[src/rtl/spe_pkg.sv]
`timescale 1ns / 1ps
`default_nettype none
package spe_pkg;
    localparam int STACK_DEPTH   = 1024;
    localparam int PROGRAM_DEPTH = 1024;
    localparam int WORD_WIDTH    = 32;
    localparam int PTR_BITS      = 11;
    localparam int ADDR_BITS     = $clog2(STACK_DEPTH);
    localparam int PC_BITS       = $clog2(PROGRAM_DEPTH);
    localparam int CNT_BITS      = $clog2(WORD_WIDTH + 1);

    typedef enum logic [3:0] {
        OP_LIT = 4'd0, OP_LOD = 4'd1, OP_STO = 4'd2, OP_CAL = 4'd3,
        OP_INT = 4'd4, OP_JMP = 4'd5, OP_JPC = 4'd6, OP_ADD = 4'd7,
        OP_SUB = 4'd8, OP_MUL = 4'd9, OP_DIV = 4'd10, OP_RED = 4'd11,
        OP_WRT = 4'd12, OP_RET = 4'd13, OP_NP0 = 4'd14, OP_NP1 = 4'd15
    } t_op;

    typedef enum logic [1:0] {
        ERR_NONE = 2'd0, ERR_DIV0 = 2'd1, ERR_RANGE = 2'd2
    } t_err;

    typedef enum logic [1:0] {
        ALU_ADD = 2'd0, ALU_SUB = 2'd1, ALU_MUL = 2'd2, ALU_DIV = 2'd3
    } t_alu_op;

    typedef enum logic [3:0] {
        S_IDLE, S_RD1, S_RD2, S_WAIT, S_EXEC, S_ALU, S_WR1, S_WR2, S_WR3, S_OUT
    } t_state;

    typedef struct packed {
        logic    start;
        t_alu_op op;
    } t_alu_ctl;

    typedef struct packed {
        logic busy;
        logic done;
    } t_alu_sts;
endpackage
`default_nettype wire

[src/rtl/spe_alu.sv]
`timescale 1ns / 1ps
`default_nettype none
// Shared arithmetic unit: add/sub/mul in one step, signed divide bit-serial.
module spe_alu (
    input  wire logic                            i_clk,
    input  wire logic                            i_rst_n,
    input  wire spe_pkg::t_alu_ctl               i_ctl,
    input  wire logic [spe_pkg::WORD_WIDTH-1:0]  i_a,
    input  wire logic [spe_pkg::WORD_WIDTH-1:0]  i_b,
    output spe_pkg::t_alu_sts                    o_sts,
    output logic      [spe_pkg::WORD_WIDTH-1:0]  o_res
);
    import spe_pkg::*;
    localparam int W = WORD_WIDTH;

    logic            r_busy, n_busy;
    logic            r_done, n_done;
    logic [CNT_BITS-1:0] r_cnt, n_cnt;
    logic [W-1:0]    r_q, n_q, r_rem, n_rem, r_den, n_den, r_res, n_res;
    logic            r_neg, n_neg;
    logic [W:0]      w_trial;
    logic [W-1:0]    w_abs_a, w_abs_b;

    assign w_abs_a = i_a[W-1] ? (~i_a + 1'b1) : i_a;
    assign w_abs_b = i_b[W-1] ? (~i_b + 1'b1) : i_b;
    assign w_trial = {r_rem, r_q[W-1]} - {1'b0, r_den};

    always_comb begin
        n_busy = r_busy; n_done = 1'b0; n_cnt = r_cnt; n_q = r_q;
        n_rem = r_rem; n_den = r_den; n_res = r_res; n_neg = r_neg;
        if (i_ctl.start) begin
            unique case (i_ctl.op)
                ALU_ADD: begin n_res = i_a + i_b; n_done = 1'b1; end
                ALU_SUB: begin n_res = i_a - i_b; n_done = 1'b1; end
                ALU_MUL: begin n_res = W'(i_a * i_b); n_done = 1'b1; end
                ALU_DIV: begin
                    n_busy = 1'b1; n_q = w_abs_a; n_rem = '0; n_den = w_abs_b;
                    n_neg = i_a[W-1] ^ i_b[W-1]; n_cnt = CNT_BITS'(W);
                end
                default: ;
            endcase
        end else if (r_busy) begin
            if (!w_trial[W]) begin
                n_rem = w_trial[W-1:0];
                n_q = {r_q[W-2:0], 1'b1};
            end else begin
                n_rem = {r_rem[W-2:0], r_q[W-1]};
                n_q = {r_q[W-2:0], 1'b0};
            end
            n_cnt = r_cnt - 1'b1;
            if (r_cnt == CNT_BITS'(1)) begin
                n_busy = 1'b0; n_done = 1'b1;
                n_res = r_neg ? (~n_q + 1'b1) : n_q;
            end
        end
    end

    always_ff @(posedge i_clk) begin
        if (!i_rst_n) begin
            r_busy <= 1'b0; r_done <= 1'b0; r_cnt <= '0;
        end else begin
            r_busy <= n_busy; r_done <= n_done; r_cnt <= n_cnt;
        end
        r_q <= n_q; r_rem <= n_rem; r_den <= n_den; r_res <= n_res; r_neg <= n_neg;
    end

    assign o_sts.busy = r_busy;
    assign o_sts.done = r_done;
    assign o_res = r_res;
endmodule
`default_nettype wire

[config.mk]
export PLATFORM = sky130hd
export DESIGN_NAME = spe_alu
export DESIGN_NICKNAME = d
export VERILOG_FILES = /design/src/rtl/spe_pkg.sv /design/src/rtl/spe_alu.sv
export SDC_FILE = /design/constraint.sdc
export NUM_CORES = 2
export LEC_CHECK = 0
export BUFFER_PORTS_ARGS = -buffer_cell sky130_fd_sc_hd__buf_4
export CELL_PAD_IN_SITES_DETAIL_PLACEMENT = 1
export CELL_PAD_IN_SITES_GLOBAL_PLACEMENT = 2
export CORE_AREA = 2 2 297 270
export CTS_CLUSTER_SIZE = 40
export DETAILED_ROUTE_END_ITERATION = 10
export DIE_AREA = 0 0 299 272
export PLACE_DENSITY = 0.71
export SYNTH_ARGS = -nofsm -noshare
export SYNTH_HDL_FRONTEND = slang
export SYNTH_SLANG_ARGS = --single-unit
[constraint.sdc]
create_clock -name i_clk -period 12.1 [get_ports i_clk]
set_clock_uncertainty 0.2 [all_clocks]
set_input_delay 2.42 -clock i_clk [delete_from_list [all_inputs] [get_ports i_clk]]
set_output_delay 2.42 -clock i_clk [all_outputs]
set_load 0.02 [all_outputs]
After elaboration in Yosys (flattened, before gate mapping)
Index checks and enable logic that the tools add are counted.
{ "totals": {"reg_bits": 137, "output_inout_bits": 34, "elab_cells": 62} }
{ "classes": {"add_sub_neg": 7, "multipliers": 1, "n_eq_ne": 6, "mux": 28, "n_bitwise": 4, "n_reduce_logical": 7} }
{ "op_table": {"columns": ["operator", "count"], "rows": [
  ["two-way mux 32 bit", 14],
  ["adder 32 x 1 -> 32 bit, second input constant", 3],
  ["inverter 32 bit", 3],
  ["case mux 32 bit (3 select lines)", 1],
  ["subtractor 33 x 32 -> 33 bit", 1],
  ["adder 32 bit", 1],
  ["multiplier 32 x 32 -> 32 bit", 1],
  ["subtractor 32 bit", 1],
  ["two-way mux 31 bit", 1],
  ["two-way mux 6 bit", 3],
  ["two-way mux 1 bit", 9],
  ["== test 6 x 1 -> 1 bit, second input constant", 1],
  ["subtractor 6 x 1 -> 6 bit, second input constant", 1],
  ["== test 2 bit, second input constant", 2],
  ["!= test 4 x 1 -> 1 bit, second input constant", 1],
  ["AND reduction 2 bit", 2],
  ["nonzero test 2 bit", 2],
  ["AND reduction 3 bit", 1],
  ["OR reduction 3 bit", 1],
  ["== test 2 x 1 -> 1 bit, second input constant", 1],
  ["logical NOT 2 bit", 1],
  ["!= test 2 x 1 -> 1 bit, second input constant", 1],
  ["XOR 1 bit", 1]
]} }

Depth between registers and ports, before layout
{ "logic_depth": {"depth_word": 10, "mapped_depth": 29} }

Worst setup path before layout
No wires, ideal clock.
{ "synth_path": {"path_kind": "in2reg", "start": "input port i_b[7] (netlist name)", "end": "register r_res[31], in the netlist o_res[31], data pin", "arrival_time_ns": 9.275, "t_required_ns": 11.639, "path_slack_ns": 2.364, "path_stages": 27, "path_cell_list": "clkbuf_1 -> clkbuf_1 -> and2_1 -> fa_1 -> fa_1 -> fa_1 -> inv_1 -> fa_1 -> inv_1 -> fa_1 -> inv_1 -> fa_1 -> inv_1 -> fa_1 -> fa_1 -> ha_1 -> clkbuf_1 -> a21o_1 -> nand2_1 -> nand2_1 -> a211o_1 -> o41ai_1 -> o21ai_0 -> o41ai_1 -> xnor2_1 -> nand2_1 -> a311o_1"} }
{ "synth_via": {"elab_chain_len": 3, "word_cells_on_any_way": 5, "classes_between": "2 x add/sub; 1 x mul; 2 x mux"} }
{ "synth_lines": {"columns": ["element", "line_no", "rtl"], "rows": [
  ["start: declaration", "spe_alu.sv:9", "input wire logic [spe_pkg::WORD_WIDTH-1:0] i_b,"],
  ["multiplier 32 x 32 -> 32 bit (tied with other cells)", "spe_alu.sv:35", "ALU_MUL: begin n_res = W'(i_a * i_b); n_done = 1'b1; end"],
  ["case mux 32 bit (3 select lines) (*)", "spe_alu.sv:32", "unique case (i_ctl.op)"],
  ["two-way mux 32 bit (*)", "spe_alu.sv:31", "if (i_ctl.start) begin"],
  ["via n_res[31]", "spe_alu.sv:19", "logic [W-1:0] r_q, n_q, r_rem, n_rem, r_den, n_den, r_res, n_res;"],
  ["end signal: assignment", "spe_alu.sv:64", "r_q <= n_q; r_rem <= n_rem; r_den <= n_den; r_res <= n_res; r_neg <= n_neg;"],
  ["end: declaration", "spe_alu.sv:19", null]
]} }
Mark *: on every way through the listed nets, which the timed path passes. The rest lies on a longest branch.
A chain may end at the register's enable or synchronous reset.

Final worst setup path
{ "layout_path": {"start": "input port i_b[6] (netlist name)", "end": "register r_res[31], in the netlist o_res[31], data pin"} }
The elaborated chain is that of the path after synthesis.

==> impl_metrics.csv <==
group,metric,value,unit
setup_path,type_of_element_capturing_the_critical_path,"register",
clock_tree,cts-hold-fix-buffers,0,
timing,slew_headroom,29.5,%
floorplan,placeableCoreArea,0.0785,mm^2
synth,synth_top_flop_cell,"sky130_fd_sc_hd__edfxtp_1",
setup_path,worstPathBufferInverterCount,5,
synth,synth_enable_flop_cells,129,
synth,postSynth.asyncResetShare,0,%
floorplan,die_h,272,um
synth,yosys.area.top_type_share,30.2,%
placement,placement.io_buffers,102,
floorplan,design.portCount,103,
clock_tree,clk_pin_slew_worst_paths,0.06,ns
timing,setup_tns,0,ns
setup_path,cp.arrival,9.92,ns
clock_tree,htree_num_levels,4,
placement,dp.final_hpwl,71800,um
floorplan,floorplan.initialDensity,34.6,%
hold_path,min_path_cells,2,
setup_path,critical-path-top-cell-by-count,"sky130_fd_sc_hd__fa_1",
timing,max_clock_freq,0.101,GHz
finish,layout-drive-gt1-share,5.63,%
outcome,outcome,"finished clean",
setup_path,critical_path_cell_count,25,
detailed_routing,via_count,21500,
hold_path,worst_hold_path.endpoint,"r_cnt[3]",
finish,final_area,0.0293,mm^2
synth,syn-instance-count,3065,
clock_tree,cts_tree,"yes",
timing,finalWorstSetupSlack,2.17,ns
synth,yosysWarnings,0,
timing,setup_viol_count_final,0,
synth,synth.lib_cells_used.distinct,73,
setup_path,crit_path_max_incr_delay,0.56,ns
setup_path,required,12.09,ns
setup_path,worst-r2r-setup-slack,5.83,ns
finish,design.final.nets,3700,
synth,area_leader_netlist,"sky130_fd_sc_hd__fa_1",
synth,synth_sequential_area_ratio,14.8,%
synth,most_repeated_cell_in_the_gate_level_netlist_after_synthesis,"sky130_fd_sc_hd__inv_1",
placement,dpl-instance-area,0.0287,mm^2
detailed_routing,drt-pass1-iter-count,5,
clock_tree,clockRootBuffer,"sky130_fd_sc_hd__clkbuf_16",
floorplan,rows,98,
timing,finalMaxSlewViolations,0,
clock_tree,numClockSinks,137,
global_route,grt_max_degree,77,
timing,final-hold-violation-count,0,
finish,seqCellArea,0.00403,mm^2
finish,layout-area-overhead-vs-synth,7.68,%
floorplan,fp.dieArea,0.0813,mm^2
global_route,vias_in_the_first_global_route,24200,
setup_path,worst_r2r_path_depth,18,
clock_tree,clk-insertion-delay-late,0.45,ns
global_route,grt_pass1_wl,147000,um
detailed_routing,detail_route.wirelength,94100,um
setup_path,critPathLaunchType,"input port",
setup_path,timing.setup.critical_path_class,"in2reg",
setup_path,worst_r2r_startpoint,"r_rem[14]",
clock_tree,cts_post_setup_buffers_inserted,0,
placement,routabilityCongestion,0.865,
clock_tree,post_cts_resized,0,
setup_path,worst_r2r_endpoint,"o_res[30]",
synth,postSynthRegisterBits,137,
setup_path,critical_path.top_delay_family,"adder cells",
finish,multi_input_area,0.0208,mm^2
detailed_routing,wl_per_cell,23.0,um
synth,ys_top_cells_by_count,"440 x sky130_fd_sc_hd__inv_1, 410 x sky130_fd_sc_hd__fa_1, 357 x sky130_fd_sc_hd__nand2_1",
global_route,globalRouteTotalUtil,23.7,%
setup_path,critical_path.slowest_cell,"sky130_fd_sc_hd__o41ai_1",
finish,post-route-util,37.3,%
placement,pre_cts_slack,1.74,ns
clock_tree,cts_buffers,17,
detailed_routing,drt.antenna.violating_nets,0,
clock_tree,buffers_from_clock_root_to_sink_at_most,2,
synth,synthesis.area,0.0272,mm^2
detailed_routing,drt-vias-per-instance,5.26,
detailed_routing,detail_route.drc_violations,0,
synth,netlist_top_cells_area,"sky130_fd_sc_hd__fa_1 30%, sky130_fd_sc_hd__edfxtp_1 14%, sky130_fd_sc_hd__ha_1 9.1%",
finish,filler_cell_count,9184,
detailed_routing,violation_count_after_the_first_detailed_routing_iteration,1156,
flow_run,drv_cap,0,
timing,min_period_over_period,82.1,%
synth,synth.avg_cell_area,8.87,um^2
setup_path,timing.critical_path.fanout_max,31,
timing,grt_setup_unrepaired,"no",
global_route,grt-ovfl-total,0,
global_route,antenna_found_initial,6,
hold_path,hp-start,"r_cnt[3]",
hold_path,hold_path.class,"reg2reg",
timing,min_period,9.93,ns
floorplan,chipWidth,299,um
synth,syn_nets,3741,
timing,tightestPinTransition,1.06,ns
## worst max path at each step
| stage | slack (ns) | from | to |
|---|---|---|---|
| 3_5_place_dp | 1.74 | i_b[6] | o_res[31] |
| 4_1_cts | 2.20 | i_b[6] | o_res[31] |
| 5_1_grt | 1.84 | i_b[6] | o_res[30] |
| 2_1_floorplan | 2.36 | i_b[7] | o_res[31] |
| 3_3_place_gp | 1.71 | i_b[2] | o_res[31] |
| 6_report | 2.17 | i_b[6] | o_res[31] |
## area by class of cell
class,instances,area share (%)
multi-input combinational,2315,71.2
sequential,137,13.8
inverter,440,5.64
tap,1050,4.49
timing repair buffer,113,2.90
clock buffer,18,1.47
clock inverter,14,0.547
antenna,1,0.00855
## worst register-to-register path, stage by stage, from the launching register on
cell	delay (ns)
sky130_fd_sc_hd__edfxtp_1	0.41
sky130_fd_sc_hd__ha_1	0.41
sky130_fd_sc_hd__a211oi_1	0.32
sky130_fd_sc_hd__nand2_1	0.12
sky130_fd_sc_hd__nor3b_1	0.40
sky130_fd_sc_hd__a211oi_1	0.20
sky130_fd_sc_hd__o21ai_0	0.51
sky130_fd_sc_hd__mux2i_1	0.39
sky130_fd_sc_hd__nand2_1	0.09
sky130_fd_sc_hd__buf_4	0.31
sky130_fd_sc_hd__inv_1	0.11
sky130_fd_sc_hd__buf_4	0.41
sky130_fd_sc_hd__ha_1	0.34
sky130_fd_sc_hd__nand4b_1	0.34
sky130_fd_sc_hd__or4_1	0.63
sky130_fd_sc_hd__o41ai_1	0.36
sky130_fd_sc_hd__xor2_1	0.19
sky130_fd_sc_hd__nor2_1	0.09
sky130_fd_sc_hd__a21o_1	0.21
## metal layers
layer	vias up	GRT usage [%]	part of all wire (%)
met3	90	1.93	3.8
li1	9683	-	-
met4	0	5.82	2.4
met2	475	39.4	46
met1	11300	33.3	47
met5	-	0	0
## state kept, by name, indices dropped and copies added, names as in the netlist
name / cells
r_den: 32
o_res: 32
r_q: 32
r_rem: 32
r_cnt: 6
r_busy: 1
r_neg: 1
r_done: 1
## metrics by stage
step / cells / hold slack [ns]
2_1_floorplan: 3065 / 0.295
3_3_place_gp: 4055 / 0.327
3_5_place_dp: 4055 / 0.355
4_1_cts: 4087 / 0.373
5_1_grt: 4087 / 0.405
6_report: 4088 / 0.378
## kinds of logic after synthesis
| logic type | synth area share, % |
|---|---|
| compound gates | 10.0 |
| xor+xnor | 8.08 |
| fa+ha+maj | 39.3 |
| buf+inv | 8.53 |
| flops | 14.8 |
| mux | 0.483 |
| simple gates | 18.8 |
## cell usage in the layout, fill, tap and decap left out, types with 5 or more instances in the layout
master / netlist / routed
sky130_fd_sc_hd__inv_1: 440 / 439
sky130_fd_sc_hd__fa_1: 410 / 410
sky130_fd_sc_hd__nand2_1: 357 / 357
sky130_fd_sc_hd__and2_1: 311 / 311
sky130_fd_sc_hd__ha_1: 197 / 196
sky130_fd_sc_hd__xnor2_1: 165 / 165
sky130_fd_sc_hd__nor2_1: 149 / 149
sky130_fd_sc_hd__a21oi_1: 142 / 142
sky130_fd_sc_hd__edfxtp_1: 129 / 129
sky130_fd_sc_hd__buf_4: 2 / 113
sky130_fd_sc_hd__o21ai_0: 92 / 92
sky130_fd_sc_hd__xor2_1: 84 / 84
sky130_fd_sc_hd__nor3_1: 34 / 34
sky130_fd_sc_hd__a21o_1: 27 / 27
sky130_fd_sc_hd__nor2b_1: 24 / 24
sky130_fd_sc_hd__o21a_1: 24 / 24
sky130_fd_sc_hd__a211oi_1: 24 / 24
sky130_fd_sc_hd__o31ai_1: 24 / 24
sky130_fd_sc_hd__nand2b_1: 22 / 22
sky130_fd_sc_hd__nand3_1: 20 / 20
sky130_fd_sc_hd__or3_1: 19 / 19
sky130_fd_sc_hd__o41ai_1: 19 / 19
sky130_fd_sc_hd__clkbuf_16: 0 / 17
sky130_fd_sc_hd__or4_1: 15 / 15
sky130_fd_sc_hd__o211ai_1: 13 / 13
sky130_fd_sc_hd__mux2i_1: 12 / 12
sky130_fd_sc_hd__and3_1: 11 / 11
sky130_fd_sc_hd__nor4_1: 9 / 9
sky130_fd_sc_hd__or2_2: 8 / 8
sky130_fd_sc_hd__o21bai_1: 8 / 8
sky130_fd_sc_hd__dfxtp_1: 8 / 8
sky130_fd_sc_hd__o31a_1: 7 / 7
sky130_fd_sc_hd__a31oi_1: 7 / 7
sky130_fd_sc_hd__nor3b_1: 6 / 6
sky130_fd_sc_hd__nand4_1: 6 / 6
sky130_fd_sc_hd__and4_1: 6 / 6
sky130_fd_sc_hd__a21boi_0: 6 / 6
sky130_fd_sc_hd__o22ai_1: 5 / 5
sky130_fd_sc_hd__inv_6: 0 / 5
Power is left out: the tool's default activity adds up to more than one toggle a clock period on the data nets, which glitch-free logic cannot reach.
